File: config.mk
export PLATFORM = sky130hd
export DESIGN_NAME = noise_gate_activity_detector_flat
export DESIGN_NICKNAME = d
export VERILOG_FILES = /design/src/hw/rtl/ngad_pkg.sv /design/src/hw/rtl/ngad_req_if.sv /design/src/hw/rtl/ngad_rsp_if.sv /design/src/hw/rtl/noise_gate_activity_detector.sv /design/src/hw/rtl/ngad_cfg_regs.sv /design/src/hw/rtl/ngad_in_stage.sv /design/src/hw/rtl/ngad_gate_core.sv /design/src/flat_wrapper.sv
export SDC_FILE = /design/constraint.sdc
export NUM_CORES = 1
export LEC_CHECK = 0
export BUFFER_PORTS_ARGS = -buffer_cell sky130_fd_sc_hd__buf_2
export CORE_ASPECT_RATIO = 0.6
export CORE_MARGIN = 5
export CORE_UTILIZATION = 55
export CTS_CLUSTER_DIAMETER = 40
export DETAILED_ROUTE_END_ITERATION = 6
export PLACE_DENSITY_LB_ADDON = 0.25
export SYNTH_ARGS = -nofsm -noshare
export SYNTH_HDL_FRONTEND = slang
export SYNTH_SLANG_ARGS = --single-unit
File: constraint.sdc
create_clock -name clock -period 11.3 [get_ports clock]
set_clock_uncertainty 0.15 [all_clocks]
set_input_delay 2.26 -clock clock [delete_from_list [all_inputs] [get_ports clock]]
set_output_delay 2.26 -clock clock [all_outputs]
set_load 0.05 [all_outputs]
File: src/hw/rtl/ngad_pkg.sv
// Shared constants, register indexes and types of the noise gate activity detector.
`default_nettype none

package ngad_pkg;

   localparam int SAMPLE_BITS    = 24;
   localparam int HOLD_BITS      = 21;
   localparam int THR_BITS       = 24;
   localparam int HOLD_CFG_BITS  = 21;
   localparam int TIME_BITS      = 32;
   localparam int ENABLE_BITS    = 2;
   localparam int GAIN_BITS      = 24;
   localparam int CSR_INDEX_BITS = 3;
   localparam int CSR_DATA_BITS  = 32;

   localparam int LEVEL_BITS =
      ((SAMPLE_BITS > THR_BITS) ? SAMPLE_BITS : THR_BITS) + 2;
   localparam int COUNT_CMP_BITS =
      (HOLD_BITS > HOLD_CFG_BITS) ? HOLD_BITS : HOLD_CFG_BITS;

   localparam logic [GAIN_BITS-1:0] GAIN_ONE = 24'd8388608;
   localparam int LEVEL_MIN_VALUE = -16777216;
   localparam logic signed [LEVEL_BITS-1:0] LEVEL_MIN = LEVEL_BITS'(LEVEL_MIN_VALUE);

   localparam int SOUND_ENABLE_BIT  = 0;
   localparam int VISUAL_ENABLE_BIT = 1;

   typedef enum logic [CSR_INDEX_BITS-1:0] {
      CSR_OPEN_LIMIT         = 3'd0,
      CSR_CLOSE_LIMIT        = 3'd1,
      CSR_ATTACK_STEP        = 3'd2,
      CSR_RELEASE_STEP       = 3'd3,
      CSR_DECAY_STEP         = 3'd4,
      CSR_HOLD_FRAMES        = 3'd5,
      CSR_REPEAT_INTERVAL_MS = 3'd6,
      CSR_INDICATOR_ENABLES  = 3'd7
   } csr_index_type;

   localparam logic [THR_BITS-1:0]      OPEN_LIMIT_RESET         = 24'd420430;
   localparam logic [THR_BITS-1:0]      CLOSE_LIMIT_RESET        = 24'd210728;
   localparam logic [THR_BITS-1:0]      ATTACK_STEP_RESET        = 24'd6990;
   localparam logic [THR_BITS-1:0]      RELEASE_STEP_RESET       = 24'd1165;
   localparam logic [THR_BITS-1:0]      DECAY_STEP_RESET         = 24'd328;
   localparam logic [HOLD_CFG_BITS-1:0] HOLD_FRAMES_RESET        = 21'd9600;
   localparam logic [TIME_BITS-1:0]     REPEAT_INTERVAL_MS_RESET = 32'd1500;
   localparam logic [ENABLE_BITS-1:0]   INDICATOR_ENABLES_RESET  = 2'd2;

   typedef struct packed {
      logic [THR_BITS-1:0]      open_limit;
      logic [THR_BITS-1:0]      close_limit;
      logic [THR_BITS-1:0]      attack_step;
      logic [THR_BITS-1:0]      release_step;
      logic [THR_BITS-1:0]      decay_step;
      logic [HOLD_CFG_BITS-1:0] hold_frames;
      logic [TIME_BITS-1:0]     repeat_interval_ms;
      logic [ENABLE_BITS-1:0]   indicator_enables;
   } cfg_type;

   typedef struct packed {
      logic signed [SAMPLE_BITS-1:0] sample;
      logic                          last_channel;
      logic                          last_in_buffer;
      logic [TIME_BITS-1:0]          now_ms;
      logic                          source_muted;
   } req_type;

   typedef struct packed {
      logic    valid;
      req_type item;
   } stage_type;

endpackage

`default_nettype wire

File: src/hw/rtl/ngad_req_if.sv
// Channel interface that carries input samples into the detector.
`default_nettype none

interface ngad_req_if;
   logic                                   valid;
   logic                                   ready;
   logic signed [ngad_pkg::SAMPLE_BITS-1:0] sample;
   logic                                   last_channel;
   logic                                   last_in_buffer;
   logic [ngad_pkg::TIME_BITS-1:0]          now_ms;
   logic                                   source_muted;

   modport source (
      output valid, sample, last_channel, last_in_buffer, now_ms, source_muted,
      input  ready
   );

   modport sink (
      input  valid, sample, last_channel, last_in_buffer, now_ms, source_muted,
      output ready
   );
endinterface

`default_nettype wire

File: src/hw/rtl/ngad_rsp_if.sv
// Channel interface that carries gate results out of the detector.
`default_nettype none

interface ngad_rsp_if;
   logic                           valid;
   logic                           ready;
   logic                           gate_open;
   logic [ngad_pkg::GAIN_BITS-1:0] gain;
   logic                           play_sound;
   logic                           show_visual;

   modport source (
      output valid, gate_open, gain, play_sound, show_visual,
      input  ready
   );

   modport sink (
      input  valid, gate_open, gain, play_sound, show_visual,
      output ready
   );
endinterface

`default_nettype wire

File: src/hw/rtl/noise_gate_activity_detector.sv
// Top level of the noise gate activity detector.
//
// Samples enter one channel at a time on req_if, a valid/ready channel that
// carries the sample, the frame and buffer end marks, the time in ms and the
// source mute flag. Every accepted transfer produces exactly one transfer on
// rsp_if with the gate state, the gain envelope and the notify pulses.
// The csr_ port writes one configuration register per cycle at the given index.
// A sample passes an input register and then the gate logic, which updates the
// state and loads the result register, from which rsp_if offers the result.
// One sample is accepted every cycle while the receiver takes results, and the
// state held from one sample to the next is updated in the gate logic as the result is loaded.
// When the receiver stalls, the result register holds its transfer and an empty
// input register still takes one more sample; after that req_if.ready drops
// until the result is taken. A synchronous reset empties both registers,
// closes the gate, clears level, envelope, hold count and notify time, and
// loads the default configuration.
`default_nettype none

module noise_gate_activity_detector (
   input  wire logic                                clock,
   input  wire logic                                reset,
   ngad_req_if.sink                                 req_if,
   ngad_rsp_if.source                               rsp_if,
   input  wire logic                                csr_write_enable,
   input  wire logic [ngad_pkg::CSR_INDEX_BITS-1:0] csr_index,
   input  wire logic [ngad_pkg::CSR_DATA_BITS-1:0]  csr_write_data
);

   ngad_pkg::cfg_type   cfg;
   ngad_pkg::stage_type stage;
   logic                advance;

   ngad_cfg_regs u_cfg_regs (
      .clock            (clock),
      .reset            (reset),
      .csr_write_enable (csr_write_enable),
      .csr_index        (csr_index),
      .csr_write_data   (csr_write_data),
      .cfg              (cfg)
   );

   ngad_in_stage u_in_stage (
      .clock   (clock),
      .reset   (reset),
      .req_if  (req_if),
      .advance (advance),
      .stage   (stage)
   );

   ngad_gate_core u_gate_core (
      .clock   (clock),
      .reset   (reset),
      .cfg     (cfg),
      .stage   (stage),
      .advance (advance),
      .rsp_if  (rsp_if)
   );

   // A sound pulse is only raised while the gate is open.
   assert property (@(posedge clock) disable iff (reset)
      (rsp_if.valid && rsp_if.play_sound) |-> rsp_if.gate_open)
      else $error("sound pulse with closed gate");

   // The gain never exceeds full scale.
   assert property (@(posedge clock) disable iff (reset)
      rsp_if.valid |-> (rsp_if.gain <= ngad_pkg::GAIN_ONE))
      else $error("gain above full scale");

   // With the result register empty the input side must take samples.
   assert property (@(posedge clock) disable iff (reset)
      !rsp_if.valid |-> req_if.ready)
      else $error("input stalled while result register empty");

endmodule

`default_nettype wire

File: src/hw/rtl/ngad_cfg_regs.sv
// Configuration register file of the detector with its write port.
`default_nettype none

module ngad_cfg_regs (
   input  wire logic                                clock,
   input  wire logic                                reset,
   input  wire logic                                csr_write_enable,
   input  wire logic [ngad_pkg::CSR_INDEX_BITS-1:0] csr_index,
   input  wire logic [ngad_pkg::CSR_DATA_BITS-1:0]  csr_write_data,
   output ngad_pkg::cfg_type                        cfg
);

   ngad_pkg::cfg_type cfg_ff;
   ngad_pkg::cfg_type cfg_in;

   always_comb begin
      cfg_in = cfg_ff;
      if (csr_write_enable) begin
         unique case (ngad_pkg::csr_index_type'(csr_index))
            ngad_pkg::CSR_OPEN_LIMIT: begin
               cfg_in.open_limit = csr_write_data[ngad_pkg::THR_BITS-1:0];
            end
            ngad_pkg::CSR_CLOSE_LIMIT: begin
               cfg_in.close_limit = csr_write_data[ngad_pkg::THR_BITS-1:0];
            end
            ngad_pkg::CSR_ATTACK_STEP: begin
               cfg_in.attack_step = csr_write_data[ngad_pkg::THR_BITS-1:0];
            end
            ngad_pkg::CSR_RELEASE_STEP: begin
               cfg_in.release_step = csr_write_data[ngad_pkg::THR_BITS-1:0];
            end
            ngad_pkg::CSR_DECAY_STEP: begin
               cfg_in.decay_step = csr_write_data[ngad_pkg::THR_BITS-1:0];
            end
            ngad_pkg::CSR_HOLD_FRAMES: begin
               cfg_in.hold_frames = csr_write_data[ngad_pkg::HOLD_CFG_BITS-1:0];
            end
            ngad_pkg::CSR_REPEAT_INTERVAL_MS: begin
               cfg_in.repeat_interval_ms = csr_write_data[ngad_pkg::TIME_BITS-1:0];
            end
            ngad_pkg::CSR_INDICATOR_ENABLES: begin
               cfg_in.indicator_enables = csr_write_data[ngad_pkg::ENABLE_BITS-1:0];
            end
            default: begin
               cfg_in = cfg_ff;
            end
         endcase
      end
   end

   always_ff @(posedge clock) begin
      if (reset) begin
         cfg_ff.open_limit         <= ngad_pkg::OPEN_LIMIT_RESET;
         cfg_ff.close_limit        <= ngad_pkg::CLOSE_LIMIT_RESET;
         cfg_ff.attack_step        <= ngad_pkg::ATTACK_STEP_RESET;
         cfg_ff.release_step       <= ngad_pkg::RELEASE_STEP_RESET;
         cfg_ff.decay_step         <= ngad_pkg::DECAY_STEP_RESET;
         cfg_ff.hold_frames        <= ngad_pkg::HOLD_FRAMES_RESET;
         cfg_ff.repeat_interval_ms <= ngad_pkg::REPEAT_INTERVAL_MS_RESET;
         cfg_ff.indicator_enables  <= ngad_pkg::INDICATOR_ENABLES_RESET;
      end else begin
         cfg_ff <= cfg_in;
      end
   end

   assign cfg = cfg_ff;

endmodule

`default_nettype wire

File: src/hw/rtl/ngad_in_stage.sv
// Input register stage that captures one sample transfer per cycle while it is empty or the gate core advances.
`default_nettype none

module ngad_in_stage (
   input  wire logic      clock,
   input  wire logic      reset,
   ngad_req_if.sink       req_if,
   input  wire logic      advance,
   output ngad_pkg::stage_type stage
);

   logic              valid_ff;
   logic              valid_in;
   ngad_pkg::req_type item_ff;
   logic              accept;

   assign req_if.ready = !valid_ff || advance;
   assign accept       = req_if.valid && req_if.ready;

   always_comb begin
      if (accept) begin
         valid_in = 1'b1;
      end else if (advance) begin
         valid_in = 1'b0;
      end else begin
         valid_in = valid_ff;
      end
   end

   always_ff @(posedge clock) begin
      if (reset) begin
         valid_ff <= 1'b0;
      end else begin
         valid_ff <= valid_in;
      end
   end

   always_ff @(posedge clock) begin
      if (accept) begin
         item_ff.sample         <= req_if.sample;
         item_ff.last_channel   <= req_if.last_channel;
         item_ff.last_in_buffer <= req_if.last_in_buffer;
         item_ff.now_ms         <= req_if.now_ms;
         item_ff.source_muted   <= req_if.source_muted;
      end
   end

   assign stage.valid = valid_ff;
   assign stage.item  = item_ff;

endmodule

`default_nettype wire

File: src/hw/rtl/ngad_gate_core.sv
// Gate state, envelope and notification logic with the result register.
`default_nettype none

module ngad_gate_core (
   input  wire logic          clock,
   input  wire logic          reset,
   input  ngad_pkg::cfg_type  cfg,
   input  ngad_pkg::stage_type stage,
   output logic               advance,
   ngad_rsp_if.source         rsp_if
);

   localparam int SB = ngad_pkg::SAMPLE_BITS;
   localparam int LB = ngad_pkg::LEVEL_BITS;
   localparam int GB = ngad_pkg::GAIN_BITS;
   localparam int HB = ngad_pkg::HOLD_BITS;
   localparam int CB = ngad_pkg::COUNT_CMP_BITS;
   localparam int TB = ngad_pkg::TIME_BITS;

   // Item state.
   logic [SB-1:0]        peak_ff,   peak_in;
   logic                 gate_ff,   gate_in;
   logic signed [LB-1:0] level_ff,  level_in;
   logic [GB-1:0]        env_ff,    env_in;
   logic [HB-1:0]        count_ff,  count_in;
   logic [TB-1:0]        notify_ff, notify_in;

   // Result register.
   logic          rsp_valid_ff, rsp_valid_in;
   logic          rsp_gate_ff,  rsp_gate_in;
   logic [GB-1:0] rsp_gain_ff,  rsp_gain_in;
   logic          rsp_sound_ff, rsp_sound_in;
   logic          rsp_visual_ff, rsp_visual_in;

   logic                 fire;
   logic [SB-1:0]        sample_bits;
   logic [SB-1:0]        magnitude;
   logic [SB-1:0]        peak_cur;
   logic                 open_hit;
   logic                 gate_opened;
   logic                 level_below;
   logic                 gate_run;
   logic [HB-1:0]        count_cleared;
   logic [HB-1:0]        count_inc;
   logic signed [LB-1:0] peak_signed;
   logic signed [LB-1:0] level_max;
   logic signed [LB-1:0] level_sub;
   logic signed [LB-1:0] level_sat;
   logic [GB:0]          env_sum;
   logic [GB-1:0]        env_attack;
   logic [GB-1:0]        env_release;
   logic                 release_go;
   logic                 gate_after;
   logic [TB-1:0]        elapsed;
   logic                 notify_fire;

   assign advance = !rsp_valid_ff || rsp_if.ready;
   assign fire    = stage.valid && advance;

   always_comb begin
      sample_bits = stage.item.sample;
      magnitude   = sample_bits[SB-1] ? (~sample_bits + SB'(1)) : sample_bits;
      peak_cur    = (magnitude > peak_ff) ? magnitude : peak_ff;

      open_hit    = LB'(peak_cur) > LB'(cfg.open_limit);
      gate_opened = gate_ff || open_hit;
      level_below = level_ff < $signed(LB'(cfg.close_limit));
      gate_run    = gate_opened && !level_below;
      count_cleared = (gate_opened && level_below) ? '0 : count_ff;

      peak_signed = $signed(LB'(peak_cur));
      level_max   = (peak_signed > level_ff) ? peak_signed : level_ff;
      level_sub   = level_max - $signed(LB'(cfg.decay_step));
      level_sat   = (level_sub < ngad_pkg::LEVEL_MIN) ? ngad_pkg::LEVEL_MIN : level_sub;

      env_sum    = {1'b0, env_ff} + (GB + 1)'(cfg.attack_step);
      env_attack = (env_sum > (GB + 1)'(ngad_pkg::GAIN_ONE)) ?
                   ngad_pkg::GAIN_ONE : env_sum[GB-1:0];
      env_release = (env_ff > GB'(cfg.release_step)) ?
                    (env_ff - GB'(cfg.release_step)) : '0;
      count_inc  = (count_cleared == {HB{1'b1}}) ? count_cleared :
                   (count_cleared + HB'(1));
      release_go = CB'(count_inc) > CB'(cfg.hold_frames);

      gate_after  = stage.item.last_channel ? gate_run : gate_ff;
      elapsed     = stage.item.now_ms - notify_ff;
      notify_fire = stage.item.last_in_buffer && gate_after &&
                    (elapsed > cfg.repeat_interval_ms);
   end

   always_comb begin
      peak_in   = peak_ff;
      gate_in   = gate_ff;
      level_in  = level_ff;
      env_in    = env_ff;
      count_in  = count_ff;
      notify_in = notify_ff;
      rsp_sound_in  = 1'b0;
      rsp_visual_in = 1'b0;
      if (!stage.item.source_muted) begin
         gate_in = 1'b0;
         if (stage.item.last_channel) begin
            peak_in = '0;
         end
      end else begin
         if (stage.item.last_channel) begin
            peak_in  = '0;
            gate_in  = gate_run;
            level_in = level_sat;
            if (gate_run) begin
               env_in = env_attack;
            end else begin
               count_in = count_inc;
               if (release_go) begin
                  env_in = env_release;
               end
            end
         end else begin
            peak_in = peak_cur;
         end
         if (notify_fire) begin
            notify_in     = stage.item.now_ms;
            rsp_sound_in  = cfg.indicator_enables[ngad_pkg::SOUND_ENABLE_BIT];
            rsp_visual_in = cfg.indicator_enables[ngad_pkg::VISUAL_ENABLE_BIT];
         end
      end
      rsp_gate_in = gate_in;
      rsp_gain_in = env_in;
   end

   always_comb begin
      if (advance) begin
         rsp_valid_in = stage.valid;
      end else begin
         rsp_valid_in = rsp_valid_ff;
      end
   end

   always_ff @(posedge clock) begin
      if (reset) begin
         peak_ff      <= '0;
         gate_ff      <= 1'b0;
         level_ff     <= '0;
         env_ff       <= '0;
         count_ff     <= '0;
         notify_ff    <= '0;
         rsp_valid_ff <= 1'b0;
      end else begin
         rsp_valid_ff <= rsp_valid_in;
         if (fire) begin
            peak_ff   <= peak_in;
            gate_ff   <= gate_in;
            level_ff  <= level_in;
            env_ff    <= env_in;
            count_ff  <= count_in;
            notify_ff <= notify_in;
         end
      end
   end

   always_ff @(posedge clock) begin
      if (fire) begin
         rsp_gate_ff   <= rsp_gate_in;
         rsp_gain_ff   <= rsp_gain_in;
         rsp_sound_ff  <= rsp_sound_in;
         rsp_visual_ff <= rsp_visual_in;
      end
   end

   assign rsp_if.valid       = rsp_valid_ff;
   assign rsp_if.gate_open   = rsp_gate_ff;
   assign rsp_if.gain        = rsp_gain_ff;
   assign rsp_if.play_sound  = rsp_sound_ff;
   assign rsp_if.show_visual = rsp_visual_ff;

endmodule

`default_nettype wire
File: src/flat_wrapper.sv
// flat-port wrapper written by rule: the top's interface ports become plain ports
module noise_gate_activity_detector_flat 
  (clock, reset, csr_write_enable, csr_index, csr_write_data, req_if_valid, req_if_sample, req_if_last_channel, req_if_last_in_buffer, req_if_now_ms, req_if_source_muted, req_if_ready, rsp_if_valid, rsp_if_gate_open, rsp_if_gain, rsp_if_play_sound, rsp_if_show_visual, rsp_if_ready);
  ngad_req_if req_if_i ();
  ngad_rsp_if rsp_if_i ();
  input  wire logic clock;
  input  wire logic reset;
  input  wire logic csr_write_enable;
  input  wire logic [ngad_pkg::CSR_INDEX_BITS-1:0] csr_index;
  input  wire logic [ngad_pkg::CSR_DATA_BITS-1:0] csr_write_data;
  input wire logic [$bits(req_if_i.valid)-1:0] req_if_valid;
  input wire logic [$bits(req_if_i.sample)-1:0] req_if_sample;
  input wire logic [$bits(req_if_i.last_channel)-1:0] req_if_last_channel;
  input wire logic [$bits(req_if_i.last_in_buffer)-1:0] req_if_last_in_buffer;
  input wire logic [$bits(req_if_i.now_ms)-1:0] req_if_now_ms;
  input wire logic [$bits(req_if_i.source_muted)-1:0] req_if_source_muted;
  output wire logic [$bits(req_if_i.ready)-1:0] req_if_ready;
  output wire logic [$bits(rsp_if_i.valid)-1:0] rsp_if_valid;
  output wire logic [$bits(rsp_if_i.gate_open)-1:0] rsp_if_gate_open;
  output wire logic [$bits(rsp_if_i.gain)-1:0] rsp_if_gain;
  output wire logic [$bits(rsp_if_i.play_sound)-1:0] rsp_if_play_sound;
  output wire logic [$bits(rsp_if_i.show_visual)-1:0] rsp_if_show_visual;
  input wire logic [$bits(rsp_if_i.ready)-1:0] rsp_if_ready;
  assign req_if_i.valid = req_if_valid;
  assign req_if_i.sample = req_if_sample;
  assign req_if_i.last_channel = req_if_last_channel;
  assign req_if_i.last_in_buffer = req_if_last_in_buffer;
  assign req_if_i.now_ms = req_if_now_ms;
  assign req_if_i.source_muted = req_if_source_muted;
  assign req_if_ready = req_if_i.ready;
  assign rsp_if_valid = rsp_if_i.valid;
  assign rsp_if_gate_open = rsp_if_i.gate_open;
  assign rsp_if_gain = rsp_if_i.gain;
  assign rsp_if_play_sound = rsp_if_i.play_sound;
  assign rsp_if_show_visual = rsp_if_i.show_visual;
  assign rsp_if_i.ready = rsp_if_ready;
  noise_gate_activity_detector u_core (.clock(clock), .reset(reset), .req_if(req_if_i), .rsp_if(rsp_if_i), .csr_write_enable(csr_write_enable), .csr_index(csr_index), .csr_write_data(csr_write_data));
endmodule
# == Yosys cells after proc, flatten, opt, wreduce, memory -nomap -nowiden ==
# Index checks and enable logic that the tools add are counted.
# word_totals
wordCells,97
reg_bits,391
out_inout_bits,29
# op_classes
n_bitwise,2
reduce_logical,28
n_lt_le_gt_ge,9
eq_ne,8
n_addsub,6
mux,19
# ops
op,count
24-bit 2-to-1 mux,11
24-bit > comparator,3
26-bit 2-to-1 mux,2
21-bit 2-to-1 mux,2
32-bit > comparator,1
32-bit subtractor,1
25-bit by 26-bit > comparator with 1-bit output,1
26-bit by 25-bit < comparator with 1-bit output,1
"26-bit by 25-bit < comparator with 1-bit output, second input constant",1
26-bit by 25-bit subtractor with 26-bit output,1
24-bit by 24-bit adder with 25-bit output,1
"25-bit by 24-bit > comparator with 1-bit output, second input constant",1
"24-bit by 1-bit adder with 24-bit output, second input constant",1
24-bit NOT,1
24-bit subtractor,1
"21-bit by 1-bit adder with 21-bit output, second input constant",1
"21-bit equality test, second input constant",1
21-bit > comparator,1
2-bit AND reduction,10
"3-bit equality test, second input constant",4
"3-bit by 2-bit equality test with 1-bit output, second input constant",2
1-bit logical AND,6
3-bit AND reduction,2
1-bit 2-to-1 mux,4
7 further kinds,12

# == Depth between registers and ports, before layout ==
# Gate-level depths: netlist of the first run.
# logic_depth
ltp_word,16
ltp_mapped,47
depth_no_buf,45

# == Cells and area by module ==
# A second synthesis of the first run with hierarchy kept.
# unflattened
hier_cells,2898
hier_area_um2,25485.7
# by_module_without_submodules
mod,seq_area_each_um2,area_each_um2,n_inst,cells_each
ngad_gate_core,3393.3,16802.4,1,2196
ngad_cfg_regs,3503.4,6849.1,1,637
ngad_in_stage,1791.7,1834.3,1,65

# == Worst setup path before layout of the first run ==
# No wires, ideal clock.
# synth_path
path_kind,register -> register
startpoint,register u_core.u_in_stage.item_ff (netlist bit u_core.u_in_stage.stage[42])
endpoint,register u_core.u_gate_core.env_ff[21]
t_required_ns,11.076
setup_slack_ns,1.458
n_path_buf,3
period_less_slack_ns,9.842
path_stages_with_launch,42
setup_ns,0.074
arrival_ns,9.617
cell_sequence,edfxtp_1 > or4_1 > nor4_2 > nand2b_1 > nand2b_1 > or4_1 > o31ai_2 > xnor2_1 > ha_1 > nand4_1 > nor4_1 > a2111o_1 > a2bb2oi_1 > clkbuf_1 > clkbuf_1 > nand2_1 > o21ai_0 > ha_1 > [6 not listed] > nor2b_1 > ha_1 > and3_1 > a21oi_1 > nand4_1 > nor3_1 > xnor2_1 > nor2_1 > ha_1 > nand4_1 > nor3_1 > o211ai_1 > a21oi_1 > nor2_1 > nor2_1 > nand3_1 > or3_1 > a31oi_1
# synth_between
elab_chain_cells,16
elab_cells_between_ends,18
cone_classes,2 x add/sub; 3 x order compare; 1 x eq/ne; 8 x mux; 1 x bitwise; 3 x reduce/logical
# synth_lines
element,line_no,rtl
from (decl),ngad_in_stage.sv:14,ngad_pkg::req_type item_ff;
24-bit NOT,ngad_gate_core.sv:62,magnitude = sample_bits[SB-1] ? (~sample_bits + SB'(1)) : sample_bits;
24-bit by 1-bit adder with 24-bit output,ngad_gate_core.sv:62,
24-bit 2-to-1 mux (*),ngad_gate_core.sv:62,
24-bit > comparator,ngad_gate_core.sv:63,peak_cur = (magnitude > peak_ff) ? magnitude : peak_ff;
24-bit 2-to-1 mux (*),ngad_gate_core.sv:63,
24-bit > comparator (*),ngad_gate_core.sv:65,open_hit = LB'(peak_cur) > LB'(cfg.open_limit);
1-bit logical OR (*),ngad_gate_core.sv:66,gate_opened = gate_ff || open_hit;
1-bit logical AND (*),ngad_gate_core.sv:69,count_cleared = (gate_opened && level_below) ? '0 : count_ff;
21-bit 2-to-1 mux (*),ngad_gate_core.sv:69,
21-bit by 1-bit adder with 21-bit output / 21-bit equality test (equally long branches),"ngad_gate_core.sv:82, ngad_gate_core.sv:81",
21-bit 2-to-1 mux (*),ngad_gate_core.sv:81,count_inc = (count_cleared == {HB{1'b1}}) ? count_cleared :
named net u_core.u_gate_core.count_inc[17],ngad_gate_core.sv:44,logic [HB-1:0] count_inc;
21-bit > comparator (*),ngad_gate_core.sv:83,release_go = CB'(count_inc) > CB'(cfg.hold_frames);
24-bit 2-to-1 mux (*),ngad_gate_core.sv:114,if (release_go) begin
24-bit 2-to-1 mux (*),ngad_gate_core.sv:110,if (gate_run) begin
24-bit 2-to-1 mux (*),ngad_gate_core.sv:106,if (stage.item.last_channel) begin
24-bit 2-to-1 mux (*),ngad_gate_core.sv:100,if (!stage.item.source_muted) begin
to (signal assigned),ngad_gate_core.sv:154,env_ff <= env_in;
to (decl),ngad_gate_core.sv:24,"logic [GB-1:0] env_ff, env_in;"
# The timed path passes the listed nets; every way through them passes the cells marked *.
# A chain may end at the register's enable or synchronous reset.

# == Worst setup path in the final report of the first run ==
# layout_path
startpoint,register u_core.u_in_stage.item_ff (netlist bit u_core.u_in_stage.stage[42])
endpoint,register u_core.u_gate_core.env_ff[11]
# Same word-level chain as after synthesis.

==> reports/metrics.cfg, run 1 <==
[die]
die_area_um2 = 49600
core_region_area_um2 = 44700
die_h_um = 174
ios = 128
rows = 60
start_util = 0.555
die_w_um = 284

[cells_and_area]
drive_gt1_frac = 0.0937
diodes = 0
ff_latch_area_um2 = 8690
area_delta_synth_final_pct = 11.5
fill_cells = 3833
fin_cells = 3768
final_nets = 3499
multi_input_area_um2 = 14700

[sta]
setup_viol = 0
fmax_ghz = 0.0950
period_needed_ns = 10.52
maxSlewViolCount = 0
relSlewSlack = 0.204
worst-slew-pin-transition_ns = 1.19
setup_tns_ns = 0
hold_ws_ns = 0.303
fin_crit_sh = 0.931
hold_viol = 0

[pwr]
leakage_nw = 10.9
swShare = 0.331
p_seq_frac = 0.355
clock_power_share = 0.361
p_int_mw = 2.86
finalPower_mw = 4.28
max-vdd-ir-drop_mv = 0.120
powerDensity_nw_per_um2 = 155
p_comb_frac = 0.284
net-switching-power_mw = 1.42

[logic_synthesis]
synth_enable_flop_cells = 86
yosysSeqAreaShare = 0.350
synth-simple-area-share = 0.190
synth.most_common_cell = nand2_1
synth_top_family_by_area = compound AO/OA/AOI/OAI gates
syn_area_um2 = 24800
ys_top_cells_by_area = dfxtp_1, ha_1, edfxtp_1, nand2_1, a21oi_1
synthArstFlopShare = 0
synth-xor-area-share = 0.0428
synth.area.mux_share = 0.0262
synth_top_area_cell = dfxtp_1
synth_area_per_cell_um2 = 8.10
synthCells = 3059
synth_top_flop_cell = dfxtp_1
synth_compound_area_frac = 0.201
synthAdderAreaFrac = 0.131
synth_cell_types = 85
yosysTopAreaCellShare = 0.246
ys.warnings.count = 0
synth_nets = 3415
ys_seq_elements = 391
synth_common_cells = nand2_1, a21oi_1, dfxtp_1

[placed_design]
dp.final_hpwl_mm = 54.7
globalplace.congestion = 0.952
portBuffers = 127
placed_cells = 3681

[drt]
drtAntennaViolNets = 0
viasPerCell = 6.03
drc = 0
dr_total_vias = 22720
dr.first_iter.drc_count = 2261
drtPass1Iterations = 6
wl_per_cell_um = 19.7
drt-total-wl_mm = 74.1

[worst_setup_path]
cp.required_ns = 11.62
criticalPathCategory = reg2reg
crit_arrival_ns = 10.84
critPathLaunchType = flip-flop
slowest_stage = or4_1
cp_slowest_stage_delay_ns = 0.63
critical_path.max_fanout = 23
end_kind = flip-flop

[clock_tree]
cts_buffers = 47
clock_sinks = 391
clk_path_buf_depth = 3
clock_latency_ns = 0.56
cts_tree = done
cts_max_level = 2
clk_pin_slew_ns = 0.06
clock-root-buffer = clkbuf_16

[grt]
grt_usage = 0.285
grt_pass1_vias = 21240
grt_pass1_wl_mm = 116
grt_max_degree = 205
grt_remaining_overflow = 0
antenna_found_initial = 2

[run]
cap_violations = 0

[worst_hold_path]
hold_class = reg2reg

[status]
status = completed

[cells in the final DEF (no fill, tap or decap), drive strengths merged, types with 26 or more instances in the layout]
cell and instances:
nand2b 27, dfxtp 305, ha 253, mux2i 38
nand3 52, nor2b 29, nand4 42, nor2 210
a21o 59, clkbuf 65, o21ai 178, nand2 509
nor3 29, xor2 38, edfxtp 86, o211ai 37
a211oi 35, nand3b 26, inv 276, a21oi 308
xnor2 83, buf 158
[routing by layer]
metal	track usage	wire length [um]
met3	0.0653	6760
met4	0.0615	1490
met2	0.424	30800
met1	0.423	35000
met5	0	0
[registers in the layout, summed over array words and instances (netlist names), 21 cells and up]
register	count
u_core.u_gate_core.level_ff	26
u_core.u_gate_core.count_ff	21
u_core.u_gate_core.env_ff	24
u_core.u_in_stage.stage	59
u_core.u_gate_core.peak_ff	24
u_core.u_cfg_regs.cfg	175
u_core.u_gate_core.notify_ff	32
u_core.u_gate_core.rsp_if.gain	24
[cells by family (layout without fill, tap and decap cells)]
logic type,after synthesis,in the layout
compound gates,806,806
mux,62,62
buf+inv,390,510
fa+ha+maj,257,257
xor+xnor,121,121
flops,391,391
simple gates,1032,1032
[power groups by stage]
stage / Combinational (mW) / Sequential, mW / Clock (mW)
floorplan: 0.846 / 1.55 / 0
global placement: 1.14 / 1.55 / 0
detailed placement: 1.17 / 1.55 / 0
CTS: 1.18 / 1.52 / 1.57
global route: 1.33 / 1.52 / 1.64
finish: 1.22 / 1.52 / 1.55
[critical path: cells and delay by family, from the launching register on]
family	cells	cell delay, ns
simple gates	19	5.22
buf+inv	2	0.42
fa+ha+maj	4	1.23
xor+xnor	2	0.30
compound gates	11	2.20
flops	1	0.42
mux	1	0.42
[what timing repair did]
item                                    4_1_cts  5_1_grt
hold buffers                                  0        0
resized for setup                             0       13
endpoints found under the setup margin        0       48
setup buffers                                 0        2
[final timing paths]
path / slack, ns / from / cells after the start / endpoint
worst max-delay path: 0.78 / u_core.u_in_stage.stage[42] / 39 / u_core.u_gate_core.env_ff[11]
worst min register to register: 0.30 / u_core.u_cfg_regs.cfg[90] / 2 / u_core.u_cfg_regs.cfg[90]
worst max register to register: 0.78 / u_core.u_in_stage.stage[42] / 39 / u_core.u_gate_core.env_ff[11]
worst min-delay path: 0.30 / u_core.u_cfg_regs.cfg[90] / 2 / u_core.u_cfg_regs.cfg[90]
[area by class of cell]
type,count,area share
Clock buffer,64,0.0494
Timing Repair Buffer,159,0.0326
Sequential cell,391,0.314
Clock inverter,21,0.00756
Tap cell,589,0.0267
Multi-Input combinational cell,2278,0.533
Inverter,266,0.0361
[through the flow]
| step | instance area [um2] | setup WS (ns) | utilization |
|---|---|---|---|
| floorplan | 24800 | 1.46 | - |
| global placement | 26000 | 0.768 | 0.582 |
| detailed placement | 26000 | 0.347 | 0.582 |
| CTS | 27600 | 0.285 | 0.617 |
| global route | 27600 | -0.0221 | 0.619 |
| finish | 27600 | 0.775 | 0.619 |
Note: power is estimated with default switching activity, not from simulation.
==> run 2, diff against run 1 <==
--- a/config.mk
+++ b/config.mk
@@ -14,4 +14,5 @@
 export PLACE_DENSITY_LB_ADDON = 0.25
 export SYNTH_ARGS = -nofsm -noshare
 export SYNTH_HDL_FRONTEND = slang
+export SYNTH_HIERARCHICAL = 1
 export SYNTH_SLANG_ARGS = --single-unit
==> reports/metrics.cfg, run 2 <==
[drt]
drtAntennaViolNets = 0  ; unchanged
viasPerCell = 5.89  ; was 6.03
drt-total-wl_mm = 72.0  ; was 74.1 mm
wl_per_cell_um = 19.7  ; about the same
dr.first_iter.drc_count = 2140  ; was 2,261
dr_total_vias = 21508  ; was 22,720
drtPass1Iterations = 6  ; unchanged
drc = 0  ; unchanged

[pwr]
clock_power_share = 0.369  ; was 0.361
max-vdd-ir-drop_mv = 0.102  ; was 0.120 mV
p_seq_frac = 0.371  ; was 0.355
net-switching-power_mw = 1.30  ; was 1.42 mW
p_int_mw = 2.77  ; was 2.86 mW
swShare = 0.319  ; was 0.331
p_comb_frac = 0.260  ; was 0.284
powerDensity_nw_per_um2 = 144  ; was 155 nW/um2
leakage_nw = 12.4  ; was 10.9 nW
finalPower_mw = 4.08  ; was 4.28 mW

[cells_and_area]
ff_latch_area_um2 = 8690  ; unchanged
final_nets = 3340  ; was 3,499
largest_register_ffs = 175  ; unchanged
layout_commonest_cell = dfxtp_1  ; was nand2_1
drive_gt1_frac = 0.0987  ; was 0.0937
area_delta_synth_final_pct = 10.9  ; was 11.5%
fill_cells = 3988  ; was 3,833
final_cell_mix = dfxtp_1, inv_1, nor2_1, ha_1, mux2i_1  ; was nand2_1, a21oi_1, dfxtp_1, inv_1, ha_1
multi_input_area_um2 = 15400  ; was 14,700 um2

[sta]
fmax_ghz = 0.0949  ; was 0.0950 GHz
hold_viol = 0  ; unchanged
setup_viol = 0  ; unchanged
period_needed_ns = 10.54  ; was 10.52 ns
setup_tns_ns = 0  ; unchanged
fin_ws_ns = 0.758  ; was 0.775 ns
worst-slew-pin-transition_ns = 1.16  ; was 1.19 ns
fin_crit_sh = 0.933  ; was 0.931
maxSlewViolCount = 0  ; unchanged
rsz0062_at_grt = no
relSlewSlack = 0.222  ; was 0.204

[logic_synthesis]
ys_seq_elements = 391  ; unchanged
synth_nets = 3254  ; was 3,415
yosysTopAreaCellShare = 0.240  ; was 0.246
ys.warnings.count = 6  ; was 0
synth_enable_flop_cells = 86  ; unchanged
yosysSeqAreaShare = 0.341  ; was 0.350
synth_top_flop_cell = dfxtp_1  ; unchanged
ys_top_cells_by_area = dfxtp_1, ha_1, edfxtp_1, mux2i_1, nand2b_1  ; was dfxtp_1, ha_1, edfxtp_1, nand2_1, a21oi_1
synth_common_cells = dfxtp_1, nor2_1, inv_1  ; was nand2_1, a21oi_1, dfxtp_1
synth_area_per_cell_um2 = 8.79  ; was 8.10 um2
synthCells = 2898  ; was 3,059
synth_top_area_cell = dfxtp_1  ; unchanged
syn_area_um2 = 25500  ; was 24,800 um2
synth_cell_types = 96  ; was 85
synth.most_common_cell = dfxtp_1  ; was nand2_1
synthArstFlopShare = 0  ; unchanged

[worst_setup_path]
criticalPathCategory = reg2reg  ; unchanged
slowest_stage = or4_1  ; unchanged
critical_path.max_fanout = 22  ; was 23
crit_top_cell = ha_1
cp.required_ns = 11.45  ; was 11.62 ns
critPathLaunchType = flip-flop  ; unchanged
end_kind = flip-flop  ; unchanged
cp_slowest_stage_delay_ns = 0.61  ; was 0.63 ns
crit_arrival_ns = 10.69  ; was 10.84 ns

[status]
status = completed  ; unchanged

[grt]
grt_max_degree = 244  ; was 205
grt_remaining_overflow = 0  ; unchanged
grt_usage = 0.273  ; was 0.285
grt_pass1_wl_mm = 112  ; was 116 mm
antenna_found_initial = 6  ; was 2
grt_pass1_vias = 20264  ; was 21,240

[die]
die_area_um2 = 50900  ; was 49,600 um2
die_w_um = 288  ; was 284 um
rows = 61  ; was 60
die_h_um = 177  ; was 174 um
ios = 128  ; unchanged
core_region_area_um2 = 46100  ; was 44,700 um2
start_util = 0.553  ; was 0.555

[clock_tree]
clk_pin_slew_ns = 0.06  ; about the same
clock_latency_ns = 0.56  ; about the same
clk_path_buf_depth = 3  ; unchanged
cts_max_level = 2  ; unchanged
clock-root-buffer = clkbuf_16  ; unchanged
cts_resized = 0  ; unchanged
cts_tree = done  ; unchanged
clock_sinks = 391  ; unchanged
cts_buffers = 45  ; was 47
cts_hold_buf = 0  ; unchanged
post_cts_buffers = 0  ; unchanged

[placed_design]
portBuffers = 127  ; unchanged
globalplace.congestion = 0.963  ; was 0.952
dp.final_hpwl_mm = 53.9  ; was 54.7 mm
pre_cts_ws_ns = 0.447  ; was 0.347 ns

[worst_hold_path]
hold_class = reg2reg  ; unchanged

[run]
cap_violations = 0  ; unchanged

==> run 2: cell types whose count changed after synthesis, sizes merged, moves of 29 or more <==
cell	previous run	this run
clkbuf	115	79
o211ai	37	7
a21oi	308	177
mux2i	38	211
o21ai	178	149
nand2	509	198
nor2	210	261
nand2b	27	186
a22oi	13	44
==> run 2: kinds of logic (layout without fill, tap and decap cells) <==
kind of cell / after synthesis / after routing / synth area share
compound gates: 648 / 648 / 0.166
flops: 391 / 391 / 0.341
xor+xnor: 119 / 119 / 0.0409
mux: 238 / 238 / 0.0949
buf+inv: 376 / 496 / 0.0574
simple gates: 869 / 869 / 0.173
other cells: 0 / 2 / 0
fa+ha+maj: 257 / 257 / 0.127
==> run 2: final cells by class <==
class,instances,share of cell area
inverters,260,0.0345
multi-input cells,2131,0.546
flip-flops and latches,391,0.307
clock inverters,19,0.00686
diodes,2,0.000177
clock buffers,62,0.0469
repair buffers,155,0.0307
well taps,630,0.0279
==> run 2: layer usage <==
metal	vias to the layer above	track usage	routed length [um]
met5	-	0	13
met4	2	0.0641	1530
met3	120	0.0551	6370
met2	794	0.405	30100
met1	10219	0.410	34000
li1	10373	-	-
==> run 2: path summary, 6_finish.rpt <==
kind	from	endpoint	slack (ns)	depth (start not counted)
worst max-delay path	u_core/u_in_stage/stage[42]	u_core/u_gate_core/rsp_if.gain[0]	0.76	44
worst min-delay path	u_core/u_cfg_regs/cfg[28]	u_core/u_cfg_regs/cfg[28]	0.33	2
worst max register to register	u_core/u_in_stage/stage[42]	u_core/u_gate_core/rsp_if.gain[0]	0.76	44
worst min register to register	u_core/u_cfg_regs/cfg[28]	u_core/u_cfg_regs/cfg[28]	0.33	2
==> run 2: through the flow <==
| step | instance area [um2] | hold WS, ns | std cells | utilization |
|---|---|---|---|---|
| 2_1_floorplan | 25500 | 0.295 | 2898 | - |
| 4_1_cts | 28200 | 0.323 | 3648 | 0.612 |
| 3_5_place_dp | 26700 | 0.316 | 3567 | 0.579 |
| 5_1_grt | 28300 | 0.344 | 3650 | 0.613 |
| 3_3_place_gp | 26700 | 0.310 | 3567 | 0.579 |
| 6_report | 28300 | 0.325 | 3650 | 0.613 |
==> run 2: worst max-delay path, delay by kind of cell, from the launching register on <==
kind | cells | cell delay (ns)
buffers and inverters | 3 | 0.65
flip-flops | 1 | 0.43
multiplexers | 1 | 0.32
adder cells (fa/ha/maj) | 4 | 1.18
XOR/XNOR | 2 | 0.30
AND/OR/NAND/NOR | 26 | 6.06
AO/OA/AOI/OAI | 8 | 1.14
==> run 2: power groups by stage <==
stage                     Clock, mW  Combinational, mW  Sequential (mW)
after floorplan                   0              0.737             1.54
after global placement            0              0.993             1.54
after detailed placement          0               1.02             1.54
after CTS                      1.53               1.03             1.51
after global routing           1.59               1.15             1.52
final                          1.50               1.06             1.51
